File: config.mk
export PLATFORM = sky130hd
export DESIGN_NAME = drive_transfer_queue_unit
export DESIGN_NICKNAME = d
export VERILOG_FILES = /design/src/rtl/core/dtq_pkg.sv /design/src/rtl/core/drive_transfer_queue_unit.sv
export VERILOG_INCLUDE_DIRS = /design/src /design/src/rtl/core
export SDC_FILE = /design/constraint.sdc
export NUM_CORES = 1
export LEC_CHECK = 0
export ABC_AREA = 1
export ABC_CLOCK_PERIOD_IN_PS = 7200
export BUFFER_PORTS_ARGS = -buffer_cell sky130_fd_sc_hd__buf_2
export CAP_MARGIN = 0
export CORE_AREA = 2 2 200 123
export DETAILED_ROUTE_END_ITERATION = 16
export DIE_AREA = 0 0 202 125
export HOLD_SLACK_MARGIN = 0.03
export PLACE_DENSITY_LB_ADDON = 0.2
export SLEW_MARGIN = 40
export SYNTH_ARGS = -nofsm -noshare
export SYNTH_HDL_FRONTEND = slang
export SYNTH_SLANG_ARGS = --single-unit
File: constraint.sdc
create_clock -name clk -period 7.2 [get_ports clk]
set_clock_uncertainty 0.15 [all_clocks]
set_input_delay 1.44 -clock clk [delete_from_list [all_inputs] [get_ports clk]]
set_output_delay 1.44 -clock clk [all_outputs]
set_load 0.005 [all_outputs]
File: src/rtl/core/drive_transfer_queue_unit_defines.svh
// ----------------------------------------------------------------------------
// Drive transfer queue assertion macros
// Concurrent assertion wrappers shared by the drive transfer queue RTL.
// ----------------------------------------------------------------------------
`ifndef DRIVE_TRANSFER_QUEUE_UNIT_DEFINES_SVH
`define DRIVE_TRANSFER_QUEUE_UNIT_DEFINES_SVH

`ifndef ASSERT_OFF

// checked on every clock edge outside reset
`define DTQ_ASSERT(lbl, prop, msg) \
	lbl: assert property (@(posedge clk) disable iff (!arst_n) prop) else $error(msg);

// condition in one cycle implies a condition in the next
`define DTQ_ASSERT_NEXT(lbl, pre, post, msg) \
	`DTQ_ASSERT(lbl, (pre) |=> (post), msg)

`else

`define DTQ_ASSERT(lbl, prop, msg)
`define DTQ_ASSERT_NEXT(lbl, pre, post, msg)

`endif

`endif

File: src/rtl/core/dtq_pkg.sv
// ----------------------------------------------------------------------------
// Drive transfer queue package
// Command and result codes, field widths and the result record.
// ----------------------------------------------------------------------------
package dtq_pkg;

	localparam int CMD_W    = 2;
	localparam int UNIT_W   = 3;
	localparam int WORD_W   = 32;
	localparam int COUNT_W  = 16;
	localparam int ATTN_W   = 8;
	localparam int IN_DATA_W  = 80;
	localparam int OUT_DATA_W = 64;

	localparam logic [3:0] EMPTY_MARK = 4'b1000;

	typedef enum logic [CMD_W-1:0] {
		CMD_START   = 2'd0,
		CMD_INT     = 2'd1,
		CMD_RESTART = 2'd2
	} cmd_t;

	typedef enum logic [1:0] {
		KIND_START = 2'd0,
		KIND_DONE  = 2'd1,
		KIND_ATTN  = 2'd2,
		KIND_DUP   = 2'd3
	} kind_t;

	typedef struct packed {
		kind_t               kind;
		logic [UNIT_W-1:0]   unit;
		logic [WORD_W-1:0]   status;
		logic [COUNT_W-1:0]  count;
		logic [ATTN_W-1:0]   attn;
		logic                last;
	} res_t;

	function automatic res_t mk_res(kind_t kind, logic [UNIT_W-1:0] unit,
			logic [WORD_W-1:0] status, logic [COUNT_W-1:0] count,
			logic [ATTN_W-1:0] attn, logic last);
		res_t r;
		r.kind   = kind;
		r.unit   = unit;
		r.status = status;
		r.count  = count;
		r.attn   = attn;
		r.last   = last;
		return r;
	endfunction

endpackage

File: src/rtl/core/drive_transfer_queue_unit.sv
// ----------------------------------------------------------------------------
// Drive transfer queue
// Per-adapter FIFO of drive transfer requests, linked through the units.
// ----------------------------------------------------------------------------
//  channel  | dir | tdata                                 | tuser   | tlast
//  s_axis   | in  | unit, status, byte count, attention   | command | -
//  m_axis   | out | unit, status, count, attention bit    | kind    | last
//
//  Start and restart requests update the queue as they are accepted; a start
//  that launches a unit, or a duplicate start, gives its result from the output
//  register the cycle after. An interrupt walks the attention bits with one index,
//  one unit per cycle while the output is not stalled: up to 1 + UNIT_COUNT results.
//  Nothing new is taken while an interrupt is being reported or while a
//  result is held against a stalled m_axis_tready.
//  Reset empties the queue at once; no clearing pass.
// ----------------------------------------------------------------------------
`include "drive_transfer_queue_unit_defines.svh"

module drive_transfer_queue_unit #(
	parameter int UNIT_COUNT = 8
) (
	input  logic                            clk,
	input  logic                            arst_n,
	input  logic                            s_axis_tvalid,
	output logic                            s_axis_tready,
	// unit[2:0], status_word[34:3], byte_count_reg[66:35], attention[74:67]
	input  logic [dtq_pkg::IN_DATA_W-1:0]   s_axis_tdata,
	// command
	input  logic [dtq_pkg::CMD_W-1:0]       s_axis_tuser,
	output logic                            m_axis_tvalid,
	input  logic                            m_axis_tready,
	// unit_out[2:0], status_out[34:3], count_out[50:35], attn_bit[58:51]
	output logic [dtq_pkg::OUT_DATA_W-1:0]  m_axis_tdata,
	// kind
	output logic [1:0]                      m_axis_tuser,
	output logic                            m_axis_tlast
);
	import dtq_pkg::*;

	localparam int IDX_W = (UNIT_COUNT > 2) ? $clog2(UNIT_COUNT) : 1;
	localparam logic [UNIT_COUNT-1:0] ONE_U = UNIT_COUNT'(1);

	typedef enum logic {
		S_IDLE,
		S_INT
	} state_t;

	state_t                state_q;
	res_t                  out_q;
	logic                  out_valid_q;
	res_t                  comp_res_q;
	logic                  comp_q;
	logic                  start_q;
	logic [UNIT_COUNT-1:0] as_q;
	logic [IDX_W-1:0]      idx_q;
	logic [3:0]            head_q;
	logic [IDX_W-1:0]      tail_q;
	logic [3:0]            link_q [UNIT_COUNT];
	logic [UNIT_COUNT-1:0] pending_q;
	logic                  busy_q;

	logic                  slot_free;
	logic                  in_acc;
	cmd_t                  cmd;
	logic [UNIT_W-1:0]     u;
	logic                  u_ok;
	logic [IDX_W-1:0]      ui;
	logic [WORD_W-1:0]     status_in;
	logic [WORD_W-1:0]     bcr_in;
	logic [UNIT_COUNT-1:0] as_in;
	logic                  head_ok;
	logic [IDX_W-1:0]      hi;
	logic [UNIT_COUNT-1:0] head_bit;
	logic                  retire;
	logic [3:0]            new_head;
	logic [UNIT_COUNT-1:0] idx_bit;
	logic [UNIT_COUNT-1:0] as_rest;

	function automatic logic unit_valid(logic [3:0] h);
		return !h[3] && ({1'b0, h[2:0]} < 4'(UNIT_COUNT));
	endfunction

	assign slot_free     = !out_valid_q || m_axis_tready;
	assign s_axis_tready = (state_q == S_IDLE) && slot_free;
	assign in_acc        = s_axis_tvalid && s_axis_tready;

	assign cmd       = cmd_t'(s_axis_tuser);
	assign u         = s_axis_tdata[2:0];
	assign u_ok      = {1'b0, u} < 4'(UNIT_COUNT);
	assign ui        = u[IDX_W-1:0];
	assign status_in = s_axis_tdata[34:3];
	assign bcr_in    = s_axis_tdata[66:35];
	assign as_in     = s_axis_tdata[67 +: UNIT_COUNT];

	assign head_ok   = unit_valid(head_q);
	assign hi        = head_q[IDX_W-1:0];
	assign head_bit  = ONE_U << hi;
	assign retire    = busy_q && head_ok;
	assign new_head  = retire ? link_q[hi] : head_q;
	assign idx_bit   = ONE_U << idx_q;
	assign as_rest   = as_q & ~idx_bit;

	always_ff @(posedge clk or negedge arst_n) begin
		if (!arst_n) begin
			state_q     <= S_IDLE;
			out_valid_q <= 1'b0;
			comp_q      <= 1'b0;
			start_q     <= 1'b0;
			as_q        <= '0;
			idx_q       <= '0;
			head_q      <= EMPTY_MARK;
			tail_q      <= '0;
			pending_q   <= '0;
			busy_q      <= 1'b0;
			for (int i = 0; i < UNIT_COUNT; i++) begin
				link_q[i] <= EMPTY_MARK;
			end
		end else begin
			if (m_axis_tready) begin
				out_valid_q <= 1'b0;
			end
			unique case (state_q)
				S_IDLE: begin
					if (in_acc) begin
						unique case (cmd)
							CMD_START: begin
								if (u_ok) begin
									if (pending_q[ui]) begin
										out_q       <= mk_res(KIND_DUP, u, '0, '0, '0, 1'b1);
										out_valid_q <= 1'b1;
									end else begin
										if (!head_ok) begin
											head_q <= {1'b0, u};
										end else begin
											link_q[tail_q] <= {1'b0, u};
										end
										tail_q        <= ui;
										link_q[ui]    <= EMPTY_MARK;
										pending_q[ui] <= 1'b1;
										if (!busy_q) begin
											busy_q      <= 1'b1;
											out_q       <= mk_res(KIND_START,
												head_ok ? head_q[2:0] : u, '0, '0, '0, 1'b1);
											out_valid_q <= 1'b1;
										end
									end
								end
							end
							CMD_INT: begin
								head_q  <= new_head;
								busy_q  <= unit_valid(new_head);
								start_q <= unit_valid(new_head);
								comp_q  <= retire;
								idx_q   <= '0;
								if (retire) begin
									pending_q  <= pending_q & ~head_bit;
									as_q       <= as_in & ~head_bit;
									comp_res_q <= mk_res(KIND_DONE, head_q[2:0], status_in,
										COUNT_W'(-bcr_in), ATTN_W'(as_in & head_bit), 1'b0);
								end else begin
									as_q <= as_in;
								end
								state_q <= S_INT;
							end
							CMD_RESTART: begin
								if (u_ok) begin
									busy_q     <= 1'b1;
									link_q[ui] <= head_q;
									head_q     <= {1'b0, u};
								end
							end
							default: ;
						endcase
					end
				end
				S_INT: begin
					if (slot_free) begin
						priority if (comp_q) begin
							out_q       <= mk_res(comp_res_q.kind, comp_res_q.unit,
								comp_res_q.status, comp_res_q.count, comp_res_q.attn,
								(as_q == '0) && !start_q);
							out_valid_q <= 1'b1;
							comp_q      <= 1'b0;
						end else if (as_q != '0) begin
							if (as_q[idx_q]) begin
								out_q       <= mk_res(KIND_ATTN, UNIT_W'(idx_q), '0, '0,
									ATTN_W'(idx_bit), (as_rest == '0) && !start_q);
								out_valid_q <= 1'b1;
								as_q        <= as_rest;
							end
							idx_q <= idx_q + 1'b1;
						end else if (start_q) begin
							out_q       <= mk_res(KIND_START, head_q[2:0], '0, '0, '0, 1'b1);
							out_valid_q <= 1'b1;
							start_q     <= 1'b0;
						end else begin
							state_q <= S_IDLE;
						end
					end
				end
				default: state_q <= S_IDLE;
			endcase
		end
	end

	assign m_axis_tvalid = out_valid_q;
	assign m_axis_tdata  = {5'b0, out_q.attn, out_q.count, out_q.status, out_q.unit};
	assign m_axis_tuser  = out_q.kind;
	assign m_axis_tlast  = out_q.last;

	// an idle adapter never holds a queued unit
	`DTQ_ASSERT(a_idle_empty, (state_q == S_IDLE && !busy_q) |-> head_q[3], "idle with queued unit")
	// an accepted interrupt always enters the report sequence
	`DTQ_ASSERT_NEXT(a_int_seq, in_acc && s_axis_tuser == CMD_INT, state_q == S_INT, "interrupt not sequenced")
	// a pending completion only exists while reporting
	`DTQ_ASSERT(a_comp_in_int, (comp_q || start_q) |-> (state_q == S_INT), "stray completion or start")

endmodule

==> Word-level counts from Yosys, hierarchy flattened <==
Index checks and enable logic that the tools add are counted.
{ "word_totals": {"regBits": 184, "inputBits": 86, "output_inout_bits": 69, "word_cells": 187} }
{ "op_classes": {"add_sub_neg": 2, "order_cmp": 8, "n_eq_ne": 16, "shifts": 2, "muxes": 84, "n_bitwise": 15, "reduce_logical": 31} }
{ "op_table": {"columns": ["cell", "count"], "rows": [
  ["62-bit 2-to-1 mux", 9],
  ["32-bit 2-to-1 mux", 6],
  ["62-bit case mux with 2 select lines", 1],
  ["8-bit 2-to-1 mux", 9],
  ["32-bit bitwise mux", 2],
  ["32-bit case mux with 2 select lines", 1],
  ["8-bit bitwise AND", 4],
  ["8-bit case mux with 2 select lines", 2],
  ["1-bit 2-to-1 mux", 28],
  ["24-bit bitwise AND", 1],
  ["4-bit demux with 3-bit select", 2],
  ["4-bit 2-to-1 mux", 6],
  ["24-bit inverter", 1],
  ["3-bit 2-to-1 mux", 7],
  ["5-bit AND reduction", 4],
  ["8-bit logical NOT", 2],
  ["16-bit negator", 1],
  ["8-bit inverter", 2],
  ["8-bit bitwise OR", 2],
  ["1-bit by 3-bit left shift with 8-bit output, first input constant", 2],
  ["4-bit binary-select mux with 3-bit select", 1],
  ["4-bit greater-or-equal comparator, second input constant", 3],
  ["2-bit inequality test, second input constant", 6],
  ["3-bit inverter with 4-bit output", 3],
  ["other kinds (28)", 53]
]} }

==> Logic depth before layout (Yosys ltp) <==
{ "logic_depth": {"depth_word": 14, "mapped_depth": 12, "depth_no_buf": 11} }

==> Worst setup path before layout <==
OpenSTA, ideal clock, no wires.
{ "synth_path": {"kind": "input to register", "from": "in s_axis_tuser[1] in the netlist's numbering", "to": "reg comp_res_q[10] in the netlist's numbering, enable pin", "setup_time_ns": 0.561, "arrival_time_ns": 6.453, "required_time_ns": 6.489, "setup_slack_ns": 0.037, "cell_stages": 5, "n_path_buf": 1, "path_cell_list": "inv_1 > ha_1 > clkbuf_1 > nand2_1 > nor3b_1"} }
{ "synth_between": {"elab_chain_cells": 2} }
{ "synth_rtl": {"columns": ["element", "line_no", "text"], "rows": [
  ["from (decl)", "drive_transfer_queue_unit.sv:29", "input logic [dtq_pkg::CMD_W-1:0] s_axis_tuser,"],
  ["2-bit by 1-bit == test with 1-bit output", "drive_transfer_queue_unit.sv:125", "unique case (cmd)"],
  ["5-bit AND reduction (no line)", null, null],
  ["to (signal assigned)", "drive_transfer_queue_unit.sv:158", "comp_res_q <= mk_res(KIND_DONE, head_q[2:0], status_in,"],
  ["to (decl)", "drive_transfer_queue_unit.sv:51", "res_t comp_res_q;"]
]} }
Every way passes these cells.
A chain may end at the register's enable or synchronous reset.

==> Worst setup path after layout <==
{ "layout_path": {"from": "in s_axis_tdata[2] in the netlist's numbering", "to": "reg out_q (netlist bit m_axis_tdata[53]), enable pin"} }
{ "layout_between": {"elab_chain_cells": 4} }
{ "layout_rtl": {"columns": ["element", "line_no", "text"], "rows": [
  ["from (decl)", "drive_transfer_queue_unit.sv:27", "input logic [dtq_pkg::IN_DATA_W-1:0] s_axis_tdata,"],
  ["1-bit binary-select mux with 3-bit select", "drive_transfer_queue_unit.sv:128", "if (pending_q[ui]) begin"],
  ["1-bit 2-to-1 mux (not written as such)", "drive_transfer_queue_unit.sv:128", null],
  ["3-bit by 2-bit inequality test with 1-bit output (no line)", null, null],
  ["7-bit AND reduction (no line)", null, null],
  ["to (signal assigned)", "drive_transfer_queue_unit.sv:129", "out_q <= mk_res(KIND_DUP, u, '0, '0, '0, 1'b1);"],
  ["to (signal assigned)", "drive_transfer_queue_unit.sv:142", "out_q <= mk_res(KIND_START,"],
  ["to (signal assigned)", "drive_transfer_queue_unit.sv:179", "out_q <= mk_res(comp_res_q.kind, comp_res_q.unit,"],
  ["to (decl)", "drive_transfer_queue_unit.sv:49", "res_t out_q;"]
]} }
Every way passes these cells. The select of a mux whose other input is x is not followed.

==> results.py <==
metrics = {
    "synth": {
        "synth-seq-cells": 184,
        "synthFlopType": "edfxtp_1",
        "synthArstFlopShare": 0.342,
        "yosys_warnings": 0,
        "ys_seq_area_frac": 0.563,
        "syn_inst": 1077,
        "avgSynthCellArea_sq_um": 8.60,
        "syn_area_sq_um": 9270,
        "ys_types": 43,
        "synth_edf_count": 121,
    },
    "critical_path": {
        "cp_top_family": "simple AND/OR/NAND/NOR gates",
        "cp_slowest_stage_delay_ns": 0.47,
        "start_kind": "input port",
        "cp.required_ns": 7.13,
        "crit_path_end_kind": "flop",
        "worstPathMaxFanout": 62,
        "path_cells": "buf_2 > inv_1 > nor2_1 > nand2_1 > nor2_1 > nor2_1 > nand2_2 > nand2_4 > nand2_1 > nand3_1 > nor2b_4 > buf_6",
        "crit_arrival_ns": 3.89,
        "rr_worst_depth": 5,
        "crit_buf_inv": 3,
        "rr_endpoint": "m_axis_tdata[53]",
        "reg2reg_slack_ns": 4.16,
        "r2r-start": "state_q",
        "crit_slowest_cell": "buf_6",
        "critPathKind": "in2reg",
        "cpMostUsedCell": "nor2_1",
    },
    "routing": {
        "first_pass_iters": 6,
        "vias_per_cell": 5.00,
        "drc": 0,
        "ant_nets": 0,
        "wl_per_cell_microns": 16.1,
        "finalWirelength_microns": 24600,
        "vias": 7662,
        "drt-initial-drc-count": 852,
    },
    "layout": {
        "multi_input_area_sq_um": 3310,
        "drive_gt1_frac": 0.161,
        "layout_commonest_cell": "nand2_1",
        "diodes": 0,
        "mostFrequentLayoutCells": "nand2_1, inv_1, nor2_1",
        "fill_cells": 2325,
        "layoutNonFillerInstCount": 1532,
        "register_area_sq_um": 5220,
        "syn_to_final_growth_pct": 16.4,
        "nNetsFinal": 1293,
    },
    "grt": {
        "grt_start_max_net_pins": 63,
        "grt.overflow.total": 0,
        "grt_pass1_vias": 6826,
        "grt_pass1_wl_microns": 38600,
        "antenna_found_initial": 0,
        "grt_usage": 0.199,
    },
    "sta": {
        "slew_headroom": 0.482,
        "fmax_mhz": 253,
        "setup_viol": 0,
        "worst_pin_slew_ns": 0.777,
        "fin_crit_sh": 0.550,
        "tns_ns": 0,
        "layout_min_cycle_time_ns": 3.96,
        "slew_violations": 0,
        "finalHoldViolations": 0,
        "rsz0062_at_grt": "no",
    },
    "die": {
        "fp-row-count": 44,
        "die_w_microns": 202,
        "start_util": 0.392,
        "die_area_sq_um": 25300,
        "die_h_microns": 125,
        "core_sq_um": 23600,
        "ioPinCount": 155,
    },
    "cts": {
        "clkTransAtPathRegs_ns": 0.07,
        "postCtsHoldBufs": 0,
        "clockBufferDepth": 2,
        "tritoncts": "built",
        "cts.sinks": 184,
        "htreeDepth": 4,
        "clock_latency_ns": 0.44,
        "cts_made_buffers": 17,
        "cts-root-buf": "clkbuf_16",
        "cts_resized": 0,
        "cts_setup_buffers": 0,
    },
    "placement": {
        "dp_cells": 1500,
        "place.gp.congestion": 0.901,
        "port_buffers": 128,
        "hpwlAfterDp_microns": 17400,
    },
    "status": {
        "status": "finished, final reports clean",
    },
    "worst_hold_path": {
        "min_path_type": "reg2reg",
        "hp-start": "link_q[7]",
        "hold_depth": 2,
        "worst_hold_path.endpoint": "link_q[7]",
    },
    "power": {
        "p_leak_nw": 4.93,
        "power_density_nw_per_um2": 367,
        "vdd_drop_max_v": 0.000207,
    },
    "run": {
        "maxCapViolations": 0,
    },
}
## worst register-to-register path, stage by stage (launching register included)
cell     delay [ns]
dfrtp_1        0.84
inv_1          0.46
nor3_2         0.61
a21oi_1        0.20
nor2b_4        0.16
buf_6          0.27
## metrics by stage
stage	hold WS [ns]	utilization	instance area, sq um	worst slack [ns]	power [mW]
floorplan	0.273	-	9280	0.0365	2.54
global placement	0.307	0.433	10200	2.76	3.03
detailed placement	0.309	0.433	10200	2.69	3.05
CTS	0.320	0.456	10800	3.15	3.95
global route	0.346	0.457	10800	3.11	4.23
finish	0.319	0.457	10800	3.24	3.96
## flip-flops by register name, indices dropped and copies added (netlist names)
signal,cells
as_q,8
busy_q,1
comp_q,1
comp_res_q,59
head_q,4
idx_q,3
link_q,32
m_axis_tdata,59
m_axis_tlast,1
m_axis_tuser,2
m_axis_tvalid,1
pending_q,8
start_q,1
state_q,1
tail_q,3
## layer usage
| metal | global-route usage | wire length, microns |
|---|---|---|
| met1 | 0.325 | 12400 |
| met2 | 0.252 | 9340 |
| met3 | 0.0584 | 2730 |
| met4 | 0.0415 | 161 |
| met5 | 0 | 0 |
## where the power goes
| group | total, mW | switching [mW] | internal [mW] |
|---|---|---|---|
| clock network | 0.887 | 0.435 | 0.452 |
| registers | 1.64 | 0.172 | 1.47 |
| logic | 1.42 | 0.981 | 0.444 |
| total | 3.96 | 1.59 | 2.37 |
## worst max-delay path by stage
stage / from / endpoint / slack [ns] / cells past startpoint
floorplan: s_axis_tuser[1] / comp_res_q[10] / 0.04 / 5
global placement: s_axis_tdata[2] / m_axis_tdata[19] / 2.76 / 12
detailed placement: s_axis_tdata[2] / m_axis_tdata[12] / 2.69 / 12
CTS: s_axis_tdata[2] / m_axis_tdata[15] / 3.15 / 12
global route: s_axis_tdata[2] / m_axis_tdata[10] / 3.11 / 12
finish: s_axis_tdata[2] / m_axis_tdata[53] / 3.24 / 12
## synth_stat cells (all sizes together), types with 2 or more instances
cell | count | area, sq um
ha | 10 | 125
nor2 | 138 | 523
o211ai | 4 | 30.0
a31oi | 10 | 62.6
o22ai | 2 | 12.5
inv | 149 | 559
edfxtp | 121 | 3630
o21ai | 110 | 551
clkbuf | 27 | 101
a21oi | 33 | 169
or2 | 2 | 12.5
nand4 | 9 | 56.3
dfrtp | 54 | 1350
a21boi | 3 | 26.3
a22oi | 5 | 37.5
xor2 | 13 | 114
nand2 | 240 | 916
buf | 17 | 113
o31ai | 2 | 15.0
nand3 | 89 | 450
dfstp | 9 | 236
nor3 | 20 | 100
## layout make-up
type                            instances  area share
Multi-Input combinational cell        703       0.307
Sequential cell                       184       0.484
Clock buffer                           19      0.0401
Timing Repair Buffer                  141      0.0688
Inverter                              150      0.0522
Tap cell                              322      0.0374
Clock inverter                         13      0.0103
## cell families (layout without fill, tap and decap cells)
| kind of cell | after synthesis | in the layout | synth area share |
|---|---|---|---|
| flip-flops | 184 | 184 | 0.563 |
| XOR/XNOR | 14 | 14 | 0.0132 |
| other | 1 | 5 | 0.000405 |
| AO/OA/AOI/OAI | 173 | 173 | 0.101 |
| adder cells (fa/ha/maj) | 10 | 10 | 0.0135 |
| buffers and inverters | 194 | 323 | 0.0838 |
| AND/OR/NAND/NOR | 501 | 501 | 0.224 |
Note: power is estimated with default switching activity, not from simulation.
